$ cat src/rtl/spsl_pkg.sv
// Shared types, widths and codes for the stable priority sorted list.
package spsl_pkg;

    // List size and derived widths
    localparam int LIST_DEPTH = 16;
    localparam int CNT_W      = $clog2(LIST_DEPTH + 1);
    localparam int POS_W      = 4;
    localparam int CMP_W      = (CNT_W > POS_W) ? CNT_W : POS_W;

    // Field widths
    localparam int OPCODE_W      = 2;
    localparam int LOCATION_W    = 8;
    localparam int PRIORITY_W    = 16;
    localparam int LABEL_W       = 64;
    localparam int STATUS_W      = 2;
    localparam int ENTRY_COUNT_W = 5;

    // Stream widths, padded to whole bytes
    localparam int S_FIELDS_W = OPCODE_W + LOCATION_W + PRIORITY_W + LABEL_W + POS_W;
    localparam int M_FIELDS_W = STATUS_W + ENTRY_COUNT_W + LOCATION_W + PRIORITY_W + LABEL_W;
    localparam int S_TDATA_W  = ((S_FIELDS_W + 7) / 8) * 8;
    localparam int M_TDATA_W  = ((M_FIELDS_W + 7) / 8) * 8;

    typedef enum logic [OPCODE_W-1:0] {
        OP_ADD    = 2'd0,
        OP_REMOVE = 2'd1,
        OP_READ   = 2'd2,
        OP_NONE   = 2'd3
    } opcode_t;

    typedef enum logic [STATUS_W-1:0] {
        ST_OK     = 2'd0,
        ST_FULL   = 2'd1,
        ST_BADPOS = 2'd2
    } status_t;

    // One list entry
    typedef struct packed {
        logic [LOCATION_W-1:0]        location;
        logic signed [PRIORITY_W-1:0] priority_val;
        logic [LABEL_W-1:0]           label;
    } entry_t;

    // Command broadcast to every cell
    typedef struct packed {
        logic   ins_en;
        logic   rem_en;
        entry_t new_entry;
    } cell_cmd_t;

    // What a cell sees of its left neighbor
    typedef struct packed {
        logic   valid;
        logic   greater;
        entry_t entry;
    } cell_link_t;

endpackage

$ cat src/rtl/stable_priority_sorted_list.sv
// Top level of the stable priority sorted list: cell row, count and result register.
//
//  channel | dir | tdata fields (low bit up)                                  | handshake
//  s_      | in  | opcode 2, location 8, priority_req 16, label_tag 64,       | s_tvalid/s_tready
//          |     | position 4, zero pad 2                                     |
//  m_      | out | status 2, entry_count 5, out_location 8, out_priority 16,  | m_tvalid/m_tready
//          |     | out_label 64, zero pad 1                                   |
//
// Every operation completes in the cycle of its transfer; the result is registered and shows in the next cycle.
// One item per cycle is sustained: all cells compare against the new priority at once.
// Input stalls only while a result is held and m_tready is low.
// Synchronous active-low reset empties the list; entry contents are not cleared.
module stable_priority_sorted_list (
    input  logic                           aclk,
    input  logic                           aresetn,
    input  logic                           s_tvalid,
    output logic                           s_tready,
    // opcode, location, priority_req, label_tag, position, pad
    input  logic [spsl_pkg::S_TDATA_W-1:0] s_tdata,
    output logic                           m_tvalid,
    input  logic                           m_tready,
    // status, entry_count, out_location, out_priority, out_label, pad
    output logic [spsl_pkg::M_TDATA_W-1:0] m_tdata
);
    import spsl_pkg::*;

    // Unpacked input fields
    opcode_t                  in_op;
    logic [LOCATION_W-1:0]    in_location;
    logic signed [PRIORITY_W-1:0] in_priority;
    logic [LABEL_W-1:0]       in_label;
    logic [POS_W-1:0]         in_position;

    assign in_op       = opcode_t'(s_tdata[OPCODE_W-1:0]);
    assign in_location = s_tdata[OPCODE_W +: LOCATION_W];
    assign in_priority = s_tdata[OPCODE_W+LOCATION_W +: PRIORITY_W];
    assign in_label    = s_tdata[OPCODE_W+LOCATION_W+PRIORITY_W +: LABEL_W];
    assign in_position = s_tdata[OPCODE_W+LOCATION_W+PRIORITY_W+LABEL_W +: POS_W];

    logic [CNT_W-1:0] count_reg, count_next;
    logic             m_valid_reg;
    status_t          m_status_reg, status_c;
    logic [CNT_W-1:0] m_count_reg;
    entry_t           m_entry_reg, rd_entry;

    logic s_xfer;
    logic is_full;
    logic pos_ok;
    logic [CMP_W-1:0] pos_ext, count_ext;

    cell_cmd_t  cmd;
    entry_t     cell_entry [LIST_DEPTH];
    logic       cell_greater [LIST_DEPTH];
    logic       cell_valid [LIST_DEPTH];
    cell_link_t cell_left [LIST_DEPTH];

    assign s_tready  = !m_valid_reg || m_tready;
    assign s_xfer    = s_tvalid && s_tready;
    assign is_full   = (count_reg == CNT_W'(LIST_DEPTH));
    assign pos_ext   = CMP_W'(in_position);
    assign count_ext = CMP_W'(count_reg);
    assign pos_ok    = (pos_ext < count_ext);

    // Broadcast command
    always_comb begin
        cmd.ins_en                 = s_xfer && (in_op == OP_ADD) && !is_full;
        cmd.rem_en                 = s_xfer && (in_op == OP_REMOVE) && pos_ok;
        cmd.new_entry.location     = in_location;
        cmd.new_entry.priority_val = in_priority;
        cmd.new_entry.label        = in_label;
    end

    // Build the cell row
    for (genvar i = 0; i < LIST_DEPTH; i++) begin : g_cell
        assign cell_valid[i] = (CNT_W'(i) < count_reg);

        if (i == 0) begin : g_first
            // Boundary acts as a live entry that never sorts after the new one
            assign cell_left[i].valid   = 1'b1;
            assign cell_left[i].greater = 1'b0;
            assign cell_left[i].entry   = cmd.new_entry;
        end else begin : g_inner
            assign cell_left[i].valid   = cell_valid[i-1];
            assign cell_left[i].greater = cell_greater[i-1];
            assign cell_left[i].entry   = cell_entry[i-1];
        end

        spsl_cell u_cell (
            .aclk        (aclk),
            .cmd         (cmd),
            .cell_valid  (cell_valid[i]),
            .shift_sel   (CMP_W'(i) >= pos_ext),
            .left        (cell_left[i]),
            .right_entry (cell_entry[(i + 1 < LIST_DEPTH) ? i + 1 : i]),
            .entry_o     (cell_entry[i]),
            .greater_o   (cell_greater[i])
        );
    end

    // Select the entry at the requested position
    always_comb begin
        rd_entry = '0;
        for (int i = 0; i < LIST_DEPTH; i++) begin
            if (CMP_W'(i) == pos_ext) begin
                rd_entry = cell_entry[i];
            end
        end
    end

    // Status and count after the operation
    always_comb begin
        status_c   = ST_OK;
        count_next = count_reg;
        case (in_op)
            OP_ADD: begin
                if (is_full) begin
                    status_c = ST_FULL;
                end else begin
                    count_next = count_reg + CNT_W'(1);
                end
            end
            OP_REMOVE: begin
                if (!pos_ok) begin
                    status_c = ST_BADPOS;
                end else begin
                    count_next = count_reg - CNT_W'(1);
                end
            end
            OP_READ: begin
                if (!pos_ok) begin
                    status_c = ST_BADPOS;
                end
            end
            default: begin
                status_c = ST_OK;
            end
        endcase
    end

    // Control state: count and output valid
    always_ff @(posedge aclk) begin
        if (!aresetn) begin
            count_reg   <= '0;
            m_valid_reg <= 1'b0;
        end else begin
            if (s_xfer) begin
                count_reg <= count_next;
            end
            if (s_xfer) begin
                m_valid_reg <= 1'b1;
            end else if (m_tready) begin
                m_valid_reg <= 1'b0;
            end
        end
    end

    // Result payload
    always_ff @(posedge aclk) begin
        if (s_xfer) begin
            m_status_reg <= status_c;
            m_count_reg  <= count_next;
            if ((in_op == OP_READ) && pos_ok) begin
                m_entry_reg <= rd_entry;
            end else begin
                m_entry_reg <= '0;
            end
        end
    end

    assign m_tvalid = m_valid_reg;
    assign m_tdata  = M_TDATA_W'({m_entry_reg.label,
                                  m_entry_reg.priority_val,
                                  m_entry_reg.location,
                                  ENTRY_COUNT_W'(m_count_reg),
                                  m_status_reg});

    // Count never exceeds the list size
    assert property (@(posedge aclk) disable iff (!aresetn)
        count_reg <= CNT_W'(LIST_DEPTH))
        else $error("live count exceeds list depth");

    // Add to a full list is refused and leaves the count alone
    assert property (@(posedge aclk) disable iff (!aresetn)
        (s_xfer && (in_op == OP_ADD) && is_full) |=>
            (m_status_reg == ST_FULL) && (count_reg == $past(count_reg)))
        else $error("add to full list not refused");

    // Every transfer in produces a pending result
    assert property (@(posedge aclk) disable iff (!aresetn)
        s_xfer |=> m_valid_reg)
        else $error("result missing after input transfer");

    // Live entries stay in ascending priority order
    for (genvar i = 1; i < LIST_DEPTH; i++) begin : g_order_chk
        assert property (@(posedge aclk) disable iff (!aresetn)
            cell_valid[i] |->
                (cell_entry[i-1].priority_val <= cell_entry[i].priority_val))
            else $error("list order broken");
    end

endmodule

$ cat src/rtl/spsl_cell.sv
// One slot of the sorted list: holds an entry and shifts with its neighbors.
module spsl_cell (
    input  logic               aclk,
    input  spsl_pkg::cell_cmd_t  cmd,
    input  logic               cell_valid,
    input  logic               shift_sel,
    input  spsl_pkg::cell_link_t left,
    input  spsl_pkg::entry_t     right_entry,
    output spsl_pkg::entry_t     entry_o,
    output logic               greater_o
);
    import spsl_pkg::*;

    entry_t entry_reg;
    entry_t entry_next;

    // Flag a live entry that sorts after the incoming one
    assign greater_o = cell_valid &&
                       (entry_reg.priority_val > cmd.new_entry.priority_val);
    assign entry_o   = entry_reg;

    // Pick next content: shift right on insert, take new at the slot, shift left on remove
    always_comb begin
        entry_next = entry_reg;
        if (cmd.ins_en) begin
            if (left.greater) begin
                entry_next = left.entry;
            end else if (left.valid && (greater_o || !cell_valid)) begin
                entry_next = cmd.new_entry;
            end
        end else if (cmd.rem_en && shift_sel) begin
            entry_next = right_entry;
        end
    end

    // Hold entry
    always_ff @(posedge aclk) begin
        entry_reg <= entry_next;
    end

endmodule

$ cat config.mk
export PLATFORM = sky130hd
export DESIGN_NAME = stable_priority_sorted_list
export DESIGN_NICKNAME = d
export VERILOG_FILES = /design/src/rtl/spsl_pkg.sv /design/src/rtl/stable_priority_sorted_list.sv /design/src/rtl/spsl_cell.sv
export SDC_FILE = /design/constraint.sdc
export NUM_CORES = 2
export LEC_CHECK = 0
export BUFFER_PORTS_ARGS = -buffer_cell sky130_fd_sc_hd__buf_2
export CORE_ASPECT_RATIO = 0.7
export CORE_UTILIZATION = 40
export CTS_CLUSTER_DIAMETER = 100
export DETAILED_ROUTE_END_ITERATION = 8
export PLACE_DENSITY = 0.59
export RECOVER_POWER = 100
export REMOVE_ABC_BUFFERS = 1
export SYNTH_ARGS = -nofsm -noshare
export SYNTH_HDL_FRONTEND = slang
export SYNTH_SLANG_ARGS = --single-unit
$ cat constraint.sdc
create_clock -name aclk -period 15.8 [get_ports aclk]
set_clock_uncertainty 0.05 [all_clocks]
set_input_delay 0.79 -clock aclk [delete_from_list [all_inputs] [get_ports aclk]]
set_output_delay 0.79 -clock aclk [all_outputs]
set_load 0.02 [all_outputs]
==> results list <==
- Initial standard-cell utilization of the core: 0.404
- Initial antenna violation count: 34
- In the final layout, the share of cells above drive strength 1 is 0.0767.
- The final-report max-slew violation count came to 1858.
- Buffers inserted by post-CTS timing repair: 0
- After detailed routing, the number of vias per cell comes to 6.50.
- Pwr/cell area: 99.4 nW/um^2
- In this run the cell area of the synthesized design comes to 90600 sq um.
- FFs w/ async S/R, synth: 0
- Largest net degree at the start of global routing: 287
* Residual antenna-violating net count after detailed routing: 0
* Startpoint of the lowest-slack hold path: s_tvalid
- Path type of the worst min-delay path: input pin to register
- CTS sink count: 1509
- Final #Nets: 8845
- Placed cell count: 11300
- RSZ-0062 raised after global routing: false
- Clock tree from TritonCTS: yes
- Kind of launch point of the worst setup path: input pin
- Floorplan die width: 571 um
* Number of detailed-routing iterations run before antenna repair: 8
* MaxCap Viol Count: 50
- In the global route stage, overall resource usage came out at 0.290.
- Placer's final routability congestion estimate: 0.942
* Max Fanout on Critical Path: 38
- Initial DRC count: 10700
- Synth Warn #: 0
- Worst setup path class: input pin to register
- Synth Instances: 8782
- Walking the worst path, the cells encountered are clkbuf_1 -> clkinvlp_2 -> nor2_1 -> clkbuf_1 -> nand2_4 -> clkbuf_1 -> o22ai_1 -> nor2_1 -> a222oi_1 -> nor2_1.
- Tracing the worst setup path back leads to its startpoint at s_tdata[92].
* Slew at the pin with the worst max-slew slack: 8.59 ns
- Vias after detailed routing: 75600
- Ratio of final minimum period to clock period: 0.734
* Max_slew headroom: -4.73
* Post-synthesis cell type count: 77
- Die height: 400 um
- Summed over all failing endpoints, the final setup total negative slack is 0 ns.
- Count of flip-flops with a built-in enable after synthesis: 1503
- Cell with the largest stage delay on the worst path: sky130_fd_sc_hd__clkinvlp_2
* Status: complete, but fails checks
* Estimated wirelength of the detail-placed design: 197 mm
- The share of the Yosys chip area taken by registers is 0.499.
* Layout filler cell count: 21100
* Worst-skew pair later-pin latency: 0.86 ns
- Wires add up to 344 mm.
- VDD IR-drop max: 79.2 uV
- The via count of the first global-routing pass came to 70400.
- Gates resized during post-CTS repair numbered 0.
* Core region area: 224000 sq um
- Launch point of the worst reg-to-reg path: count_ext[0]$_SDFFE_PN0P_
- Setup violations remaining at the end of the flow were counted as 0.
* Primary FF master, synth: sky130_fd_sc_hd__edfxtp_1
- Number of register bits inferred by synthesis: 1509
- Final hold violation count: 0
* DRC errors left: 0
* Number of rows created at floorplan: 145
* Setup crit end kind: register
* Global-route wire length before repair: 493 mm
- The placed instances occupy a cell area of 93600 sq um.
- Critical path data arrival time: 12.11 ns
- The area growth from synthesis to layout is 8.48%.
- Leakage dissipation: 38.1 nW
- Number of flip-flops in the largest register: 1408
- Counting along the longest clock path gives a buffer depth of 4.
- The count of buffers added on input and output ports is 194.
- Cell at the root of the clock tree: sky130_fd_sc_hd__clkbuf_16
- In this run, CTS created clock tree buffers numbering 169.
- Final Non-Filler Cells: 11600
- The largest single stage delay on the critical path is 3.66 ns.
* Remaining global-route overflow: 0
- Clock-pin slew was measured on the worst setup and hold paths at 0.06 ns.
* Boundary Pins: 198
* H-Tree Level Count: 4
- Achievable frequency: 0.0862 GHz
* Data required time at the worst endpoint: 16.31 ns
- Dividing the synthesized area by the synthesized cell count gives 10.3 sq um.
* Clock period minus worst slack: 11.60 ns
* Violations in the final reports: capacitance limit, slew limit
- The die covers 228000 sq um.
- With fillers left out, the area of the finished cells amounts to 98300 sq um.
- The number of hold buffers added after CTS was 0.
* Mean routed wirelength per cell: 29.6 um
synth_stat cells, drive strengths merged, types with 81 or more instances:
master,count,area share
clkbuf,483,0.020
ha,266,0.037
o211ai,507,0.042
o22ai,105,0.0072
buf,335,0.019
nand4,123,0.0085
nand2,1538,0.064
mux2,104,0.013
a21oi,336,0.019
mux4,107,0.027
o21ai,1076,0.059
nand3,443,0.024
edfxtp,1503,0.50
nor2,329,0.014
nor3,81,0.0045
mux2i,897,0.099
per-stage QoR:
step,setup slack (ns),total power [mW],util,hold slack [ns]
floorplan,-51.09,5.71,-,0.466
global placement,8.90,5.88,0.418,0.453
detailed placement,8.84,5.90,0.418,0.471
CTS,9.43,9.78,0.441,0.102
global route,4.61,10.0,0.439,0.143
finish,4.20,9.77,0.439,0.139
final cells by class:
type | instances | area (sq um) | share of cell area
well taps | 3013 | 3770 | 0.0384
diodes | 15 | 37.5 | 0.000382
repair buffers | 344 | 2040 | 0.0208
multi-input cells | 6382 | 41800 | 0.425
clock inverters | 91 | 693 | 0.00705
inverters | 73 | 279 | 0.00284
flip-flops and latches | 1509 | 45300 | 0.460
clock buffers | 201 | 4470 | 0.0454
per-layer routing:
layer	vias to the layer above	global-route usage	part of all wire
met4	16	0.0956	0.036
met3	749	0.0631	0.12
met1	37300	0.432	0.42
met5	-	0	0.00034
met2	4892	0.415	0.42
li1	32700	-	-
cells by family (layout without fill, tap and decap cells):
kind of cell	count (synthesis)	in the layout	synth area share
AOI/OAI and AO/OA	2364	2364	0.158
buffers and inverters	891	709	0.0425
muxes	1108	1108	0.139
other	1	16	0.0000414
DFF	1509	1509	0.499
and+or+nand+nor	2643	2643	0.124
adders and majority gates	266	266	0.0367
critical path: cells and delay by family:
kind,cells,cell delay (ns)
buffers and inverters,4,7.62
AND/OR/NAND/NOR,4,2.31
AO/OA/AOI/OAI,2,1.22
path summary, 6_finish.rpt:
check | end | slack [ns] | cells after the start
worst max-delay path | m_tdata[78]$_SDFFCE_PN0P_ | 4.20 | 10
worst max register to register | g_cell[2].u_cell.entry_o[11]$_DFFE_PP_ | 4.79 | 12
worst min-delay path | m_tvalid$_SDFFE_PN0P_ | 0.14 | 3
worst min register to register | m_tvalid$_SDFFE_PN0P_ | 0.48 | 2
report_power, final:
part | switching, mW | internal [mW] | total (mW)
logic | 0.880 | 0.377 | 1.26
registers | 0.0689 | 4.53 | 4.60
clock network | 1.74 | 2.17 | 3.91
layout by cell type, fill, tap and decap left out, types with 107 or more instances in the layout:
master / n
sky130_fd_sc_hd__nor2_1: 325
sky130_fd_sc_hd__mux2i_1: 897
sky130_fd_sc_hd__clkbuf_1: 163
sky130_fd_sc_hd__nand3_1: 443
sky130_fd_sc_hd__nand2_1: 1531
sky130_fd_sc_hd__mux4_2: 107
sky130_fd_sc_hd__nand4_1: 123
sky130_fd_sc_hd__o21ai_0: 1072
sky130_fd_sc_hd__edfxtp_1: 1503
sky130_fd_sc_hd__a21oi_1: 335
sky130_fd_sc_hd__clkbuf_16: 174
sky130_fd_sc_hd__ha_1: 266
sky130_fd_sc_hd__o211ai_1: 507
Power figures use the tool's default switching activity.
